### config.mk
export PLATFORM = sky130hd
export DESIGN_NAME = pascal_subset_token_scanner
export DESIGN_NICKNAME = d
export VERILOG_FILES = /design/src/hw/rtl/pst_pkg.sv /design/src/hw/rtl/pst_front.sv /design/src/hw/rtl/pst_fifo.sv /design/src/hw/rtl/pst_back.sv /design/src/hw/rtl/pascal_subset_token_scanner.sv
export VERILOG_INCLUDE_DIRS = /design/src /design/src/hw/rtl
export SDC_FILE = /design/constraint.sdc
export NUM_CORES = 1
export LEC_CHECK = 0
export BUFFER_PORTS_ARGS = -buffer_cell sky130_fd_sc_hd__buf_2
export CAP_MARGIN = 5
export CORE_MARGIN = 1.5
export CORE_UTILIZATION = 35
export DETAILED_ROUTE_END_ITERATION = 10
export HOLD_SLACK_MARGIN = 0.06
export PLACE_DENSITY = 0.63
export SETUP_SLACK_MARGIN = 0.1
export SLEW_MARGIN = 20
export SYNTH_ARGS = -nofsm -noshare
export SYNTH_HDL_FRONTEND = slang
export SYNTH_SLANG_ARGS = --single-unit
### constraint.sdc
create_clock -name clk -period 4.1 [get_ports clk]
set_clock_uncertainty 0.2 [all_clocks]
set_input_delay 0.205 -clock clk [delete_from_list [all_inputs] [get_ports clk]]
set_output_delay 0.205 -clock clk [all_outputs]
set_load 0.01 [all_outputs]
### src/hw/rtl/pascal_subset_token_scanner_assert.svh
// Assertion macros for the token scanner RTL.
`ifndef PASCAL_SUBSET_TOKEN_SCANNER_ASSERT_SVH
`define PASCAL_SUBSET_TOKEN_SCANNER_ASSERT_SVH
`ifndef SYNTHESIS
`define PST_ASSERT(label, clk, rst_n, prop, msg) \
	label: assert property (@(posedge clk) disable iff (!rst_n) prop) else $error(msg);
`define PST_ASSERT_NEXT(label, clk, rst_n, ante, cons, msg) \
	label: assert property (@(posedge clk) disable iff (!rst_n) (ante) |=> (cons)) \
		else $error(msg);
`else
`define PST_ASSERT(label, clk, rst_n, prop, msg)
`define PST_ASSERT_NEXT(label, clk, rst_n, ante, cons, msg)
`endif
`endif

### src/hw/rtl/pst_pkg.sv
// Shared types, constants and keyword table for the token scanner.
package pst_pkg;

	localparam int KEYWORD_MAX_CHARS_DEF = 5;
	localparam int LENGTH_LIMIT_DEF      = 255;
	localparam int COUNT_WIDTH_DEF       = 16;

	localparam int KW_COUNT    = 9;
	localparam int KW_CHARS    = 5;
	localparam int QUEUE_DEPTH = 4;
	localparam int NUM_COUNTED = 6;

	typedef logic [2:0] cls_t;
	localparam cls_t CL_RESERVED = 3'd0;
	localparam cls_t CL_DELIM    = 3'd1;
	localparam cls_t CL_MATH     = 3'd2;
	localparam cls_t CL_REL      = 3'd3;
	localparam cls_t CL_NUMBER   = 3'd4;
	localparam cls_t CL_IDENT    = 3'd5;
	localparam cls_t CL_ERROR    = 3'd6;

	typedef struct packed {
		cls_t       cls;
		logic [3:0] idx;
		logic [7:0] len;
	} tok_t;

	// one queue entry: the tokens caused by one item, one or two of them
	typedef struct packed {
		logic two;
		tok_t tok0;
		tok_t tok1;
	} ent_t;

	function automatic tok_t mk_tok(input cls_t cls, input logic [3:0] idx,
			input logic [7:0] len);
		tok_t t;
		t.cls = cls;
		t.idx = idx;
		t.len = len;
		return t;
	endfunction

	// reserved word text, first character in the lowest byte
	function automatic logic [KW_CHARS*8-1:0] kw_word(input logic [3:0] k);
		logic [KW_CHARS*8-1:0] w;
		unique case (k)
			4'd0: w = {8'h00, 8'h00, 8'h00, "O", "D"};
			4'd1: w = {"N", "I", "G", "E", "B"};
			4'd2: w = {8'h00, "E", "S", "L", "E"};
			4'd3: w = {8'h00, 8'h00, "D", "N", "E"};
			4'd4: w = {8'h00, 8'h00, 8'h00, "F", "I"};
			4'd5: w = {8'h00, "N", "E", "H", "T"};
			4'd6: w = {8'h00, 8'h00, "R", "A", "V"};
			4'd7: w = {"E", "L", "I", "H", "W"};
			4'd8: w = {8'h00, "L", "A", "E", "R"};
			default: w = '0;
		endcase
		return w;
	endfunction

	function automatic logic [2:0] kw_len(input logic [3:0] k);
		logic [2:0] n;
		unique case (k)
			4'd0, 4'd4:             n = 3'd2;
			4'd3, 4'd6:             n = 3'd3;
			4'd2, 4'd5, 4'd8:       n = 3'd4;
			4'd1, 4'd7:             n = 3'd5;
			default:                n = 3'd0;
		endcase
		return n;
	endfunction

endpackage

### src/hw/rtl/pst_front.sv
// Front end: takes characters, tracks the pending lexeme, queues raw tokens.
module pst_front #(
	parameter int KEYWORD_MAX_CHARS = 5,
	parameter int LENGTH_LIMIT      = 255
) (
	input  logic          clk,
	input  logic          arst_n,
	input  logic          in_valid,
	output logic          in_ready,
	input  logic          in_kind,
	input  logic [7:0]    in_char,
	input  logic          q_full,
	output logic          q_push,
	output pst_pkg::ent_t q_ent
);
	import pst_pkg::*;

	localparam logic [2:0] MODE_IDLE   = 3'd0;
	localparam logic [2:0] MODE_WORD   = 3'd1;
	localparam logic [2:0] MODE_NUMBER = 3'd2;
	localparam logic [2:0] MODE_REL    = 3'd3;
	localparam logic [2:0] MODE_COLON  = 3'd4;

	localparam logic [2:0] REL_LT = 3'd0;
	localparam logic [2:0] REL_GT = 3'd3;

	localparam logic [7:0] CH_PLUS  = 8'h2B;
	localparam logic [7:0] CH_MINUS = 8'h2D;
	localparam logic [7:0] CH_STAR  = 8'h2A;
	localparam logic [7:0] CH_SLASH = 8'h2F;
	localparam logic [7:0] CH_LT    = 8'h3C;
	localparam logic [7:0] CH_GT    = 8'h3E;
	localparam logic [7:0] CH_EQ    = 8'h3D;
	localparam logic [7:0] CH_BANG  = 8'h21;
	localparam logic [7:0] CH_COLON = 8'h3A;
	localparam logic [7:0] CH_COMMA = 8'h2C;
	localparam logic [7:0] CH_SEMI  = 8'h3B;
	localparam logic [7:0] CH_DOT   = 8'h2E;
	localparam logic [7:0] CH_LPAR  = 8'h28;
	localparam logic [7:0] CH_RPAR  = 8'h29;
	localparam logic [7:0] CH_SPACE = 8'h20;
	localparam logic [7:0] CH_LF    = 8'h0A;

	localparam int         PW      = $clog2(KEYWORD_MAX_CHARS);
	localparam logic [7:0] LEN_MAX = 8'(LENGTH_LIMIT);
	localparam logic [7:0] KW_MAX  = 8'(KEYWORD_MAX_CHARS);

	logic [2:0]    mode_q, nxt_mode;
	logic [7:0]    len_q, nxt_len, len_grown;
	logic [2:0]    rel_q, nxt_rel;
	logic [7:0]    prefix_q [KEYWORD_MAX_CHARS];

	logic          acc;
	logic          is_alpha, is_digit;
	logic          kw_hit, kw_ok;
	logic [3:0]    kw_idx;
	logic [KW_CHARS*8-1:0] kw_w;
	tok_t          flush_tok;
	logic          flush_ok;
	tok_t          a_tok, b_tok;
	logic          a_vld, b_vld, use_b;
	logic [2:0]    b_mode;
	logic [7:0]    b_len;
	logic          b_rel_we, b_pre;
	logic [2:0]    b_rel;
	logic          pre_we;
	logic [PW-1:0] pre_idx;

	assign in_ready = !q_full;
	assign acc      = in_valid && in_ready;

	assign is_alpha = (in_char >= "A" && in_char <= "Z") || (in_char >= "a" && in_char <= "z");
	assign is_digit = in_char >= "0" && in_char <= "9";
	assign len_grown = (len_q < LEN_MAX) ? len_q + 8'd1 : len_q;

	// parallel compare against every reserved word; lowest index wins
	always_comb begin
		kw_hit = 1'b0;
		kw_idx = '0;
		kw_w   = '0;
		kw_ok  = 1'b0;
		for (int k = KW_COUNT - 1; k >= 0; k--) begin
			kw_w  = kw_word(4'(k));
			kw_ok = len_q == 8'(kw_len(4'(k)));
			for (int j = 0; j < KW_CHARS; j++) begin
				if (j < int'(kw_len(4'(k))) && prefix_q[j] != kw_w[8*j +: 8])
					kw_ok = 1'b0;
			end
			if (kw_ok) begin
				kw_hit = 1'b1;
				kw_idx = 4'(k);
			end
		end
	end

	// token for whatever is pending
	always_comb begin
		flush_ok  = 1'b1;
		flush_tok = mk_tok(CL_ERROR, 4'd0, 8'd1);
		unique case (mode_q)
			MODE_WORD:   flush_tok = kw_hit ? mk_tok(CL_RESERVED, kw_idx, len_q)
			                                : mk_tok(CL_IDENT, 4'd0, len_q);
			MODE_NUMBER: flush_tok = mk_tok(CL_NUMBER, 4'd0, len_q);
			MODE_REL:    flush_tok = mk_tok(CL_REL, {1'b0, rel_q}, 8'd1);
			MODE_COLON:  flush_tok = mk_tok(CL_ERROR, 4'd0, 8'd1);
			default:     flush_ok  = 1'b0;
		endcase
	end

	// character seen with nothing pending
	always_comb begin
		b_vld    = 1'b0;
		b_tok    = mk_tok(CL_ERROR, 4'd0, 8'd1);
		b_mode   = MODE_IDLE;
		b_len    = 8'd0;
		b_rel_we = 1'b0;
		b_rel    = REL_LT;
		b_pre    = 1'b0;
		if (is_alpha) begin
			b_mode = MODE_WORD;
			b_len  = 8'd1;
			b_pre  = 1'b1;
		end else if (is_digit) begin
			b_mode = MODE_NUMBER;
			b_len  = 8'd1;
		end else begin
			unique case (in_char)
				CH_PLUS:  begin b_vld = 1'b1; b_tok = mk_tok(CL_MATH, 4'd0, 8'd1); end
				CH_MINUS: begin b_vld = 1'b1; b_tok = mk_tok(CL_MATH, 4'd1, 8'd1); end
				CH_STAR:  begin b_vld = 1'b1; b_tok = mk_tok(CL_MATH, 4'd2, 8'd1); end
				CH_SLASH: begin b_vld = 1'b1; b_tok = mk_tok(CL_MATH, 4'd3, 8'd1); end
				CH_LT: begin
					b_mode   = MODE_REL;
					b_rel_we = 1'b1;
					b_rel    = REL_LT;
				end
				CH_GT: begin
					b_mode   = MODE_REL;
					b_rel_we = 1'b1;
					b_rel    = REL_GT;
				end
				CH_EQ:    begin b_vld = 1'b1; b_tok = mk_tok(CL_REL, 4'd2, 8'd1); end
				CH_BANG:  begin b_vld = 1'b1; b_tok = mk_tok(CL_REL, 4'd6, 8'd1); end
				CH_COLON: b_mode = MODE_COLON;
				CH_COMMA: begin b_vld = 1'b1; b_tok = mk_tok(CL_DELIM, 4'd0, 8'd1); end
				CH_SEMI:  begin b_vld = 1'b1; b_tok = mk_tok(CL_DELIM, 4'd1, 8'd1); end
				CH_DOT:   begin b_vld = 1'b1; b_tok = mk_tok(CL_DELIM, 4'd3, 8'd1); end
				CH_LPAR:  begin b_vld = 1'b1; b_tok = mk_tok(CL_DELIM, 4'd4, 8'd1); end
				CH_RPAR:  begin b_vld = 1'b1; b_tok = mk_tok(CL_DELIM, 4'd5, 8'd1); end
				CH_SPACE, CH_LF: b_vld = 1'b0;
				default:  b_vld = 1'b1;
			endcase
		end
	end

	// next state and emitted tokens
	always_comb begin
		a_vld    = 1'b0;
		a_tok    = flush_tok;
		use_b    = 1'b0;
		nxt_mode = mode_q;
		nxt_len  = len_q;
		nxt_rel  = rel_q;
		pre_we   = 1'b0;
		pre_idx  = len_q[PW-1:0];
		if (in_kind) begin
			a_vld    = flush_ok;
			nxt_mode = MODE_IDLE;
			nxt_len  = 8'd0;
		end else begin
			unique case (mode_q)
				MODE_WORD: begin
					if (is_alpha || is_digit) begin
						pre_we  = len_q < KW_MAX;
						nxt_len = len_grown;
					end else begin
						a_vld = 1'b1;
						use_b = 1'b1;
					end
				end
				MODE_NUMBER: begin
					if (is_digit) begin
						nxt_len = len_grown;
					end else begin
						a_vld = 1'b1;
						use_b = 1'b1;
					end
				end
				MODE_REL: begin
					a_vld = 1'b1;
					if (rel_q == REL_LT && in_char == CH_EQ) begin
						a_tok    = mk_tok(CL_REL, 4'd1, 8'd2);
						nxt_mode = MODE_IDLE;
					end else if (rel_q == REL_LT && in_char == CH_GT) begin
						a_tok    = mk_tok(CL_REL, 4'd5, 8'd2);
						nxt_mode = MODE_IDLE;
					end else if (rel_q == REL_GT && in_char == CH_EQ) begin
						a_tok    = mk_tok(CL_REL, 4'd4, 8'd2);
						nxt_mode = MODE_IDLE;
					end else begin
						use_b = 1'b1;
					end
				end
				MODE_COLON: begin
					a_vld = 1'b1;
					if (in_char == CH_EQ) begin
						a_tok    = mk_tok(CL_DELIM, 4'd2, 8'd2);
						nxt_mode = MODE_IDLE;
					end else begin
						use_b = 1'b1;
					end
				end
				default: use_b = 1'b1;
			endcase
		end
		if (use_b) begin
			nxt_mode = b_mode;
			nxt_len  = b_len;
			if (b_rel_we)
				nxt_rel = b_rel;
			if (b_pre) begin
				pre_we  = 1'b1;
				pre_idx = '0;
			end
		end
	end

	assign q_push    = acc && (a_vld || (use_b && b_vld));
	assign q_ent.two = a_vld && use_b && b_vld;
	assign q_ent.tok0 = a_vld ? a_tok : b_tok;
	assign q_ent.tok1 = b_tok;

	always_ff @(posedge clk or negedge arst_n) begin
		if (!arst_n) begin
			mode_q <= MODE_IDLE;
			len_q  <= 8'd0;
			rel_q  <= REL_LT;
		end else if (acc) begin
			mode_q <= nxt_mode;
			len_q  <= nxt_len;
			rel_q  <= nxt_rel;
		end
	end

	always_ff @(posedge clk) begin
		if (acc && pre_we)
			prefix_q[pre_idx] <= in_char;
	end

endmodule

### src/hw/rtl/pst_fifo.sv
// Small queue of token entries between front and back end.
module pst_fifo (
	input  logic          clk,
	input  logic          arst_n,
	input  logic          push,
	input  pst_pkg::ent_t wr_ent,
	output logic          full,
	input  logic          pop,
	output pst_pkg::ent_t rd_ent,
	output logic          empty
);
	import pst_pkg::*;

	localparam int AW = $clog2(QUEUE_DEPTH);

	ent_t        mem_q [QUEUE_DEPTH];
	logic [AW-1:0] wr_ptr_q, rd_ptr_q;
	logic [AW:0]   cnt_q;

	assign full   = cnt_q == (AW + 1)'(QUEUE_DEPTH);
	assign empty  = cnt_q == '0;
	assign rd_ent = mem_q[rd_ptr_q];

	always_ff @(posedge clk or negedge arst_n) begin
		if (!arst_n) begin
			wr_ptr_q <= '0;
			rd_ptr_q <= '0;
			cnt_q    <= '0;
		end else begin
			if (push)
				wr_ptr_q <= wr_ptr_q + 1'b1;
			if (pop)
				rd_ptr_q <= rd_ptr_q + 1'b1;
			if (push && !pop)
				cnt_q <= cnt_q + 1'b1;
			else if (pop && !push)
				cnt_q <= cnt_q - 1'b1;
		end
	end

	always_ff @(posedge clk) begin
		if (push)
			mem_q[wr_ptr_q] <= wr_ent;
	end

endmodule

### src/hw/rtl/pst_back.sv
// Back end: class counters, out reg; one token per cycle if not stalled.
module pst_back #(
	parameter int COUNT_WIDTH = 16
) (
	input  logic          clk,
	input  logic          arst_n,
	input  logic          q_empty,
	input  pst_pkg::ent_t q_ent,
	output logic          q_pop,
	output logic          out_valid,
	input  logic          out_ready,
	output pst_pkg::tok_t out_tok,
	output logic [15:0]   out_count,
	output logic          out_last
);
	import pst_pkg::*;

	localparam logic [COUNT_WIDTH-1:0] CNT_MAX = {COUNT_WIDTH{1'b1}};

	logic [COUNT_WIDTH-1:0] cnt_q [NUM_COUNTED];
	logic                   sub_q;
	logic                   valid_q;
	tok_t                   tok_q;
	logic [15:0]            count_q;
	logic                   last_q;

	logic                   load, fin, counted;
	tok_t                   tok;
	logic [COUNT_WIDTH-1:0] cur, nxt;
	logic [31:0]            nxt_wide;

	assign load  = !q_empty && (!valid_q || out_ready);
	assign tok   = sub_q ? q_ent.tok1 : q_ent.tok0;
	assign fin   = sub_q || !q_ent.two;
	assign q_pop = load && fin;

	always_comb begin
		cur     = '0;
		counted = 1'b0;
		for (int i = 0; i < NUM_COUNTED; i++) begin
			if (tok.cls == 3'(i)) begin
				cur     = cnt_q[i];
				counted = 1'b1;
			end
		end
		nxt      = (cur == CNT_MAX) ? cur : cur + 1'b1;
		nxt_wide = counted ? 32'(nxt) : 32'd0;
	end

	always_ff @(posedge clk or negedge arst_n) begin
		if (!arst_n) begin
			valid_q <= 1'b0;
			sub_q   <= 1'b0;
			for (int i = 0; i < NUM_COUNTED; i++)
				cnt_q[i] <= '0;
		end else begin
			if (load) begin
				valid_q <= 1'b1;
				sub_q   <= !fin;
				for (int i = 0; i < NUM_COUNTED; i++) begin
					if (tok.cls == 3'(i))
						cnt_q[i] <= nxt;
				end
			end else if (out_ready) begin
				valid_q <= 1'b0;
			end
		end
	end

	always_ff @(posedge clk) begin
		if (load) begin
			tok_q   <= tok;
			count_q <= nxt_wide[15:0];
			last_q  <= fin;
		end
	end

	assign out_valid = valid_q;
	assign out_tok   = tok_q;
	assign out_count = count_q;
	assign out_last  = last_q;

endmodule

### src/hw/rtl/pascal_subset_token_scanner.sv
// Top level of the Pascal subset token scanner: front end, token queue, back end.
// A token passes through the token queue and then the output register before m_tvalid shows it.
// Throughput: one character per cycle while the token queue is not full; an item giving two tokens
// sends them one after the other, and the four-entry token queue between front and back end absorbs such bursts.
// Reset: arst_n clears scan mode, lexeme length, queue, class counters and m_tvalid.
`include "pascal_subset_token_scanner_assert.svh"

module pascal_subset_token_scanner #(
	parameter int KEYWORD_MAX_CHARS = pst_pkg::KEYWORD_MAX_CHARS_DEF,
	parameter int LENGTH_LIMIT      = pst_pkg::LENGTH_LIMIT_DEF,
	parameter int COUNT_WIDTH       = pst_pkg::COUNT_WIDTH_DEF
) (
	input  logic        clk,
	input  logic        arst_n,
	input  logic        s_tvalid,
	output logic        s_tready,
	input  logic [7:0]  s_tdata,   // [7:0] char_code
	input  logic        s_tuser,   // [0] kind: 0 character, 1 end of input
	output logic        m_tvalid,
	input  logic        m_tready,
	output logic [31:0] m_tdata,   // [3:0] token_index, [11:4] token_length,
	                               // [27:12] class_count, [31:28] zero
	output logic [2:0]  m_tuser,   // [2:0] token_class
	output logic        m_tlast    // last token caused by the input item
);
	import pst_pkg::*;

	logic        q_push, q_full, q_pop, q_empty;
	ent_t        wr_ent, rd_ent;
	tok_t        out_tok;
	logic [15:0] out_count;

	// front end: classifies each character against the pending lexeme
	pst_front #(
		.KEYWORD_MAX_CHARS(KEYWORD_MAX_CHARS),
		.LENGTH_LIMIT     (LENGTH_LIMIT)
	) u_front (
		.clk     (clk),
		.arst_n  (arst_n),
		.in_valid(s_tvalid),
		.in_ready(s_tready),
		.in_kind (s_tuser),
		.in_char (s_tdata),
		.q_full  (q_full),
		.q_push  (q_push),
		.q_ent   (wr_ent)
	);

	// one entry per item that yields tokens
	pst_fifo u_fifo (
		.clk   (clk),
		.arst_n(arst_n),
		.push  (q_push),
		.wr_ent(wr_ent),
		.full  (q_full),
		.pop   (q_pop),
		.rd_ent(rd_ent),
		.empty (q_empty)
	);

	// back end: counts per class and drives the output register
	pst_back #(
		.COUNT_WIDTH(COUNT_WIDTH)
	) u_back (
		.clk      (clk),
		.arst_n   (arst_n),
		.q_empty  (q_empty),
		.q_ent    (rd_ent),
		.q_pop    (q_pop),
		.out_valid(m_tvalid),
		.out_ready(m_tready),
		.out_tok  (out_tok),
		.out_count(out_count),
		.out_last (m_tlast)
	);

	assign m_tdata = {4'd0, out_count, out_tok.len, out_tok.idx};
	assign m_tuser = out_tok.cls;

	`PST_ASSERT(a_no_overflow, clk, arst_n, q_push |-> !q_full, "token queue overflow")
	`PST_ASSERT(a_no_underflow, clk, arst_n, q_pop |-> !q_empty, "token queue underflow")
	`PST_ASSERT(a_err_uncounted, clk, arst_n, (m_tvalid && m_tuser == CL_ERROR) |-> (m_tdata[27:12] == 16'd0), "error token with nonzero count")
	`PST_ASSERT(a_len_nonzero, clk, arst_n, m_tvalid |-> (m_tdata[11:4] != 8'd0), "token of zero length")
	`PST_ASSERT_NEXT(a_pair_follows, clk, arst_n, m_tvalid && m_tready && !m_tlast, m_tvalid, "second token of an item missing")

endmodule
==> metrics, run 1 <==
status=completed; CTS Buf Count=30; Clock transition at path regs=0.06 ns; Non-Filler Instances=~1.7k; worst-margin pin slew=0.8284 ns; GRT Overall Usage=0.1608; Max Root-Sink Buffers=3; layout cell share with drive strength beyond 1=0.2608; Clock Sinks=277; setup violators final=0; Cells after Synth=1057; vias after detailed routing=9061; CP arrival=3.91 ns; area of the core=0.03679 mm2; I/O Buffers=46; Final Worst Setup Slack=between 0.2 and 0.3 ns; Max-cap violations=0; area grow syn2layout=18.93%; Leak=roughly 6 nW; htree depth=1; Clock Power Share=0.242; Worst slew margin=0.4477; Sw Pwr=3.767 mW; setup TNS=0 ns; min Tclk post-route=3.819 ns; worst-path maximum fanout=10; Register Area=0.007736 mm2; HP Class=in -> async; pin count of the biggest net entering global routing=65; Reg power frac=0.368; combinational power share=0.389; startpoint types=register; drt drc=0; io pins=a little over 50; Worst setup EP type=register; Root Buffer=clkbuf_16; final WL=30940 um; Async SR Flop Fraction=0.4224; Place WS=0.07986 ns; detailed-route vias per instance=5.406; RD Place Congestion=0.8994; Post-synth EDFFs=160; period utilisation layout=0.9314; switch share=0.3505; area occupied by multi-input gates=0.005159 mm2; Fin. Hold Viols=0; vias in the first global route=8936; Max Fclk=0.2619 GHz; final slew viol count=0; clock latency at the later pin of the worst-skew pair=roughly 0.56 ns; RSZ-0062 raised after global routing=yes; Max VDD drop=between 0.0004 and 0.0005 V; Starting Density=0.3570; PwrDens=688.2 mW/mm2; first-pass GRT wire length=slightly below 50000 um; Seq/Total Area, Yosys=0.5889; initial DRC count=716; 1st-pass router iterations=5; row cnt=70; CTS tree=yes; Distinct cells, synth=82; CP Data Required Time=4.19 ns; Congestion Overflow GR=0; wire per inst=18.46 um; placed cell count=1606; Layout fillers=between 3k and 4k; Warnings, synthesis=0; Syn Area/Cell=12.42 um2; Chip Height=about 200 um; Internal=6.982 mW; cell area after synthesis=0.01313 mm2; remaining antenna violation count after routing=0; fin nets=around 1.2k; Main synth FF type=edfxtp_1; ant diodes=0; Die W=around 200 um; register bit total from synthesis=277; worst setup path category=reg -> reg; Final Power=10.75 mW; initial antenna violation count=0; die area=0.03869 mm2; Final HPWL DP=21210 um
cell families after synthesis:
logic type | after synthesis | share of synthesized area
compound gates | 187 | 0.09643
xor+xnor | 19 | 0.01267
mux | 122 | 0.1197
flops | 277 | 0.5889
fa+ha+maj | 11 | 0.01105
buf+inv | 75 | 0.02716
other cells | 1 | 0.0002856
simple gates | 365 | 0.1439
state kept, by name (all words and copies together), names as in the netlist:
name	count
u_fifo.cnt_q	3
u_front.rel_q	1
u_back.out_tok	15
u_back.out_valid	1
u_front.mode_q	3
u_front.prefix_q	40
u_fifo.rd_ptr_q	2
u_back.out_count	16
u_fifo.mem_q	88
u_back.cnt_q	96
u_back.sub_q	1
u_back.out_last	1
u_front.len_q	8
u_fifo.wr_ptr_q	2
cell usage after synthesis (11+ instances only):
cell | number | share of area
nand3_1 | 29 | 0.011
inv_1 | 21 | 0.0060
xnor2_1 | 11 | 0.0073
dfrtp_1 | 117 | 0.22
nor4_1 | 13 | 0.0062
nor2_1 | 88 | 0.025
and2_1 | 16 | 0.0076
nand4_1 | 14 | 0.0067
nand2_1 | 86 | 0.025
clkbuf_1 | 32 | 0.0091
edfxtp_1 | 160 | 0.37
mux4_2 | 19 | 0.033
o21ai_0 | 35 | 0.013
nor3_1 | 33 | 0.013
a21oi_1 | 34 | 0.013
mux2i_1 | 21 | 0.016
nor2b_1 | 21 | 0.010
o31ai_1 | 16 | 0.0091
mux2_2 | 77 | 0.066
a31oi_1 | 31 | 0.015
final timing paths:
kind                                               from                                 to  slack, ns  cells after the start
setup / recovery               u_back.sub_q$_DFFE_PN0P_  u_back.out_count[1]$_SDFFCE_PN0P_       0.28                     15
hold / removal                                   arst_n       u_back.cnt_q[78]$_DFFE_PN0P_       0.08                      2
setup reg to reg               u_back.sub_q$_DFFE_PN0P_  u_back.out_count[1]$_SDFFCE_PN0P_       0.28                     15
hold reg to reg            u_back.cnt_q[80]$_DFFE_PN0P_       u_back.cnt_q[80]$_DFFE_PN0P_       0.28                      2
max in group asynchronous                        arst_n     u_fifo.rd_ptr_q[1]$_DFFE_PN0P_       2.66                      3
min in group clk                               m_tready       u_back.out_valid$_DFFE_PN0P_       0.20                      3
timing repair:
item	4_1_cts	5_1_grt
pin swaps	0	5
setup buffers	0	3
resized for setup	2	20
endpoints found under the hold margin	123	0
endpoints found under the setup margin	13	108
hold buffers	11	0
area by class of cell:
| type | instances | area share |
|---|---|---|
| Timing Repair Buffer | 144 | 0.06962 |
| Multi-Input combinational cell | 708 | 0.3303 |
| Tap cell | 468 | 0.03749 |
| Clock inverter | 14 | 0.006650 |
| Inverter | 23 | 0.005688 |
| Clock buffer | 42 | 0.05488 |
| Sequential cell | 277 | 0.4954 |
through the flow:
stage                       util  hold slack, ns  cell area, um2
final                     0.4246         0.08391           15620
after global routing      0.4246          0.1824           15620
after CTS                 0.4217          0.1186           15510
after detailed placement  0.3924          0.1595           14440
after global placement    0.3924          0.1553           14440
after floorplan                -         -0.2906           13160
layout by cell type (no fill, tap or decap), types with 6 or more instances in the layout:
cell type and n:
mux2_2 77, a222oi_1 7, inv_1 21, mux4_2 19
nor4_1 13, a31oi_1 30, o22ai_1 7, clkbuf_16 31
xnor2_1 9, a211oi_1 6, edfxtp_1 160, clkinv_2 6
o31ai_1 16, buf_12 7, nand3_1 29, clkbuf_1 7
a21oi_1 31, dfrtp_1 114, nand2b_1 9, o21ai_0 34
buf_4 79, nor4b_1 6, buf_2 45, nand4_1 14
xor2_1 8, nor2b_1 21, mux2i_1 17, or3_1 7
and2_1 15, nor2_1 88, nor3_1 32, ha_1 10
dlygate4sd3_1 11, nand2_1 86, and3_1 7
worst max-delay path, stage by stage (launching register included):
cell,delay [ns]
dfrtp_2,0.42
clkbuf_4,0.21
nor2_1,0.07
a22oi_2,0.29
nand2_8,0.08
inv_4,0.17
mux2_2,0.36
a222oi_1,0.45
inv_1,0.11
ha_1,0.23
inv_1,0.14
nor3_2,0.07
and2_2,0.25
a21oi_1,0.23
buf_4,0.19
nor3_1,0.06
power groups by stage:
stage | registers (mW) | logic, mW | clock network, mW
global placement | 4.00 | 4.04 | 0
finish | 3.96 | 4.19 | 2.60
global route | 4.02 | 4.56 | 2.77
CTS | 3.97 | 4.11 | 2.66
floorplan | 3.98 | 2.57 | 0
detailed placement | 4.01 | 4.10 | 0
metal layers:
| metal | GRT usage | vias to the layer above | routed length [um] |
|---|---|---|---|
| li1 | - | 4267 | - |
| met1 | 0.2225 | 4515 | 13990 |
| met2 | 0.2632 | 231 | 14920 |
| met3 | 0.02225 | 48 | 1333 |
| met4 | 0.04891 | 0 | 698 |
| met5 | 0 | - | 0 |
Power figures use the tool's default switching activity.
==> run 2, diff against run 1 <==
Settings changed: PLACE_DENSITY 0.63 to 0.61.
Clock period 4.1 ns to 4.3 ns, I/O delays scaled along.
==> run 2 against run 1 <==
Largest power group is now sequential cells; non-clock buffer count decreased by 21; clock power about the same; critical path type unchanged; combinational power decreased by 11%; wire length increased by 0.14%; global-route usage increased by 0.071 points; maximum frequency decreased by 4.7%; largest cell class unchanged.
==> metrics, run 2 (synthesis results as in run 1) <==
status=completed; remaining antenna violation count after routing=0; Layout fillers=3425; Sw Pwr=3.536 mW; detailed-route vias per instance=about 5.4; Fin. Hold Viols=0; worst r2r path cells=12; first-pass GRT wire length=between 40000 and 50000 um; CTS tree=yes; 1st-pass router iterations=5; area of the core=between 0.03 and 0.04 mm2; Congestion Overflow GR=0; Clock transition at path regs=approximately 0.060 ns; area grow syn2layout=17.08%; htree depth=1; reg2reg end=u_back.cnt_q[6]$_DFFE_PN0P_; io pins=51; GRT Overall Usage=0.1615; setup violators final=0; placed cell count=1584; worst-margin pin slew=0.9240 ns; row cnt=70; CP arrival=4.33 ns; final slew viol count=0; combinational power share=0.367; Place WS=between 0.1 and 0.15 ns; Starting Density=0.3570; Clock Power Share=0.256; Final Worst Setup Slack=0.2940 ns; Worst setup EP type=register; I/O Buffers=46; die area=0.03869 mm2; fin nets=1188; CTS Buf Count=31; switch share=0.3502; R2R Setup Slk=0.29 ns; CP Data Required Time=4.63 ns; Non-Filler Instances=1656; wire per inst=18.71 um; min Tclk post-route=4.006 ns; Max VDD drop=between 0.0003 and 0.0004 V; worst-path maximum fanout=11; RD Place Congestion=0.9326; clock latency at the later pin of the worst-skew pair=0.58 ns; Worst Hold End=u_back.out_valid$_DFFE_PN0P_; Reg power frac=0.376; HP Start=m_tready; pin count of the biggest net entering global routing=52; Max Fclk=0.2496 GHz; Leak=5.899 nW; Max-cap violations=0; Internal=6.562 mW; ant diodes=0; setup TNS=0 ns; Die W=196.7 um; period utilisation layout=0.9316; initial antenna violation count=0; RSZ-0062 raised after global routing=yes; PwrDens=656.8 mW/mm2; initial DRC count=720; startpoint types=register; vias in the first global route=8860; most flop-heavy register=u_back.cnt_q; layout cell share with drive strength beyond 1=0.2374; Root Buffer=clkbuf_16; max reg flops=96; Chip Height=roughly 200 um; final WL=30980 um; worst setup path category=reg -> reg; Worst slew margin=0.3825; commonest non-fill, non-tap cells in the layout=edfxtp_1 (160), dfrtp_1 (114), nor2_1 (88); Worst R2R Start=u_fifo.rd_ptr_q[1]$_DFFE_PN0P_; Clock Sinks=277; Final Power=10.10 mW; Worst Hold Path Cells=3; HP Class=in -> reg; DP Area=0.01418 mm2; drt drc=0; design area=~0.015 mm2; Final HPWL DP=21350 um; Max Root-Sink Buffers=3; vias after detailed routing=8961; commonest non-fill, non-tap cell in the layout=edfxtp_1; biggest regs=u_back.cnt_q: 96 flops, u_fifo.mem_q: 88 flops, u_front.prefix_q: 40 flops
==> run 2: changes by cell type in the layout (fill, tap and decap cells not counted), moves of 3 or more <==
cell      before  now
and3_1         7   10
buf_12         7    1
buf_4         79   63
clkbuf_8       4    0
==> run 2: metal layers <==
| metal | wire length (um) | track usage | up-vias |
|---|---|---|---|
| met2 | 14810 | 0.2649 | 262 |
| li1 | - | - | 4226 |
| met5 | 0 | 0 | - |
| met1 | 13860 | 0.2239 | 4426 |
| met3 | 1707 | 0.02533 | 47 |
| met4 | 602 | 0.04184 | 0 |
==> run 2: area by class of cell <==
cell class                      count  area, um2  share of cell area
Multi-Input combinational cell    708       5105              0.3320
Inverter                           23      88.84            0.005778
Timing Repair Buffer              123      859.6             0.05591
Clock inverter                     19      197.7             0.01286
Clock buffer                       38      802.0             0.05216
Sequential cell                   277       7736              0.5032
Tap cell                          468      585.6             0.03809
==> run 2: worst max-delay path, cell delays in order (launching register included) <==
cell and delay, ns:
dfrtp_2 0.46, mux4_2 0.54, mux2i_2 0.20, inv_2 0.12, nor3_4 0.39, a222oi_1 0.15, inv_1 0.10, ha_1 0.20
inv_1 0.11, or3_1 0.42, or4_1 0.59, a2bb2oi_4 0.26, mux2_2 0.20
==> run 2: how the worst max path moves through the flow <==
stage | from | end | slack, ns | cells past startpoint
2_1_floorplan | u_back.sub_q$_DFFE_PN0P_ | u_back.out_count[2]$_SDFFCE_PN0P_ | 0.18 | 17
3_3_place_gp | u_fifo.rd_ptr_q[1]$_DFFE_PN0P_ | u_back.cnt_q[70]$_DFFE_PN0P_ | 0.21 | 12
3_5_place_dp | u_fifo.rd_ptr_q[1]$_DFFE_PN0P_ | u_back.cnt_q[6]$_DFFE_PN0P_ | 0.14 | 12
4_1_cts | u_fifo.rd_ptr_q[1]$_DFFE_PN0P_ | u_back.cnt_q[6]$_DFFE_PN0P_ | 0.12 | 12
5_1_grt | u_back.sub_q$_DFFE_PN0P_ | u_back.cnt_q[49]$_DFFE_PN0P_ | 0.05 | 13
6_report | u_fifo.rd_ptr_q[1]$_DFFE_PN0P_ | u_back.cnt_q[6]$_DFFE_PN0P_ | 0.29 | 12
==> run 2: power by group through the flow <==
stage,Sequential [mW],Clock [mW],Combinational [mW]
2_1_floorplan,3.79,0,2.44
3_5_place_dp,3.84,0,3.68
6_report,3.80,2.59,3.71
5_1_grt,3.87,2.74,4.07
4_1_cts,3.80,2.65,3.69
3_3_place_gp,3.84,0,3.63
==> run 2: repair_timing <==
action / in CTS / in global routing
endpoints found under the setup margin: 0 / 96
resized for setup: 0 / 12
hold buffers: 13 / 0
endpoints found under the hold margin: 129 / 0
setup buffers: 0 / 2
==> run 2: through the flow <==
step           hold slack, ns  utilization
5_1_grt                0.1730       0.4180
4_1_cts                0.1387       0.4163
3_3_place_gp           0.1292       0.3855
2_1_floorplan         -0.2806            -
6_report               0.1627       0.4180
3_5_place_dp           0.1314       0.3855
==> run 3, diff against run 2 <==
Settings changed: REMOVE_ABC_BUFFERS from default to 1.
==> run 3 against run 2 <==
Worst hold slack lost 0.040 ns; global-route usage shrank 0.11 points; critical path type unchanged; sequential power is essentially flat; register-to-register slack is essentially flat; via count grew 0.57%.
==> metrics, run 3 (synthesis results as in run 1) <==
1st-pass router iterations=7; Register Area=0.007736 mm2; final slew viol count=0; initial DRC count=710; remaining antenna violation count after routing=0; GRT Overall Usage=0.1604; io pins=51; CP Data Required Time=around 4.4 ns; commonest non-fill, non-tap cells in the layout=edfxtp_1 (160), dfrtp_1 (114), nor2_1 (88); Fin Hold WS=0.1232 ns; RSZ-0062 raised after global routing=no; worst-margin pin slew=0.8334 ns; Die W=196.7 um; final core area utilization=0.4200; CTS tree=yes; worst setup path category=reg -> reg; vias after detailed routing=9012; wire per inst=approximately 19 um; Max-cap violations=0; Chip Height=196.7 um; status=completed; setup violators final=0; PwrDens=approximately 660 mW/mm2; biggest regs=u_back.cnt_q: 96 flops, u_fifo.mem_q: 88 flops, u_front.prefix_q: 40 flops; Max Root-Sink Buffers=3; commonest non-fill, non-tap cell in the layout=edfxtp_1; Max Fclk=0.2500 GHz; RD Place Congestion=between 0.9 and 1; CTS Buf Count=30; fin nets=about 1.2k; Worst setup EP type=register; area occupied by multi-input gates=~0.0051 mm2; Layout fillers=roughly 3.4k; first-pass GRT wire length=49220 um; detailed-route vias per instance=between 5 and 6; ant diodes=0; area grow syn2layout=17.66%; row cnt=70; drt drc=0; vias in the first global route=8822; initial antenna violation count=0; Leak=between 5 and 6 nW; HP Class=in -> async; htree depth=1; Fin. Hold Viols=0; Final HPWL DP=21060 um; period utilisation layout=0.9302; startpoint types=register; min Tclk post-route=4.000 ns; setup TNS=0 ns; Root Buffer=clkbuf_16; worst-path maximum fanout=5; clock latency at the later pin of the worst-skew pair=0.56 ns; Starting Density=0.3570; I/O Buffers=46; layout cell share with drive strength beyond 1=0.2420; Worst slew margin=0.4444; pin count of the biggest net entering global routing=between 60 and 70; Clock Sinks=277; Congestion Overflow GR=0; area of the core=approximately 0.037 mm2; max reg flops=96; Clock transition at path regs=0.06 ns; CP arrival=around 4.1 ns; most flop-heavy register=u_back.cnt_q; final WL=30850 um; die area=0.03869 mm2; Max VDD drop=0.0003565 V
## run 3: cell count changes in the layout (fill, tap and decap cells not counted), moves of 2 or more
cell / delta
clkinv_4: -2
and3_2: +2
and3_1: -2
clkinv_2: -3
clkbuf_8: +3
buf_4: +4
bufinv_16: +2
## run 3: critical path, stage by stage (launching register included)
cell       delay (ns)
edfxtp_1         0.34
or4b_2           0.76
or4_1            0.55
or4_1            0.54
o311ai_0         0.36
a22oi_1          0.15
a2111oi_0        0.40
a21oi_1          0.08
o21ai_0          0.38
## run 3: final cells by class
type | count | share of cell area
multi-input cells | 708 | 0.3311
repair buffers | 126 | 0.05693
inverters | 23 | 0.005750
clock buffers | 42 | 0.05483
clock inverters | 14 | 0.01280
well taps | 468 | 0.03790
flip-flops and latches | 277 | 0.5007
## run 3: stage by stage
step	worst slack, ns	power [mW]	cells	area, um2
4_1_cts	0.1294	10.26	1657	15380
2_1_floorplan	-0.6715	6.103	1008	12870
6_report	0.3002	10.25	1658	15450
5_1_grt	0.1042	10.80	1658	15450
3_3_place_gp	0.2363	7.451	1589	14220
3_5_place_dp	0.1403	7.523	1589	14220
## run 3: per-layer routing
layer,global-route usage,wire length [um],vias to the layer above
met1,0.2241,14350,4511
met3,0.02652,1572,46
met4,0.04382,589,0
met2,0.2590,14330,216
li1,-,-,4239
met5,0,0,-
## run 3: repair_timing
action	4_1_cts	5_1_grt
resized for setup	0	15
endpoints found under the hold margin	184	0
hold buffers	12	0
buffers inserted	0	1
endpoints found under the setup margin	0	94
## run 3: where the power goes
| group | switching (mW) | internal [mW] | leakage, nW |
|---|---|---|---|
| logic | 2.17 | 1.57 | 2.47 |
| clock network | 1.03 | 1.67 | 0.510 |
| registers | 0.323 | 3.49 | 2.98 |
## run 3: final timing paths
| check | end | slack [ns] | cells past startpoint | startpoint |
|---|---|---|---|---|
| worst max-delay path | u_fifo.mem_q[3][23]$_DFFE_PP_ | 0.30 | 8 | u_front.prefix_q[1][5]$_DFFE_PP_ |
| worst min-delay path | u_back.cnt_q[13]$_DFFE_PN0P_ | 0.12 | 3 | arst_n |
| worst max register to register | u_fifo.mem_q[3][23]$_DFFE_PP_ | 0.30 | 8 | u_front.prefix_q[1][5]$_DFFE_PP_ |
| worst min register to register | u_back.cnt_q[81]$_DFFE_PN0P_ | 0.28 | 2 | u_back.cnt_q[81]$_DFFE_PN0P_ |
| max in group asynchronous | u_back.sub_q$_DFFE_PN0P_ | 3.08 | 3 | arst_n |
| min in group clk | u_back.out_valid$_DFFE_PN0P_ | 0.18 | 3 | m_tready |
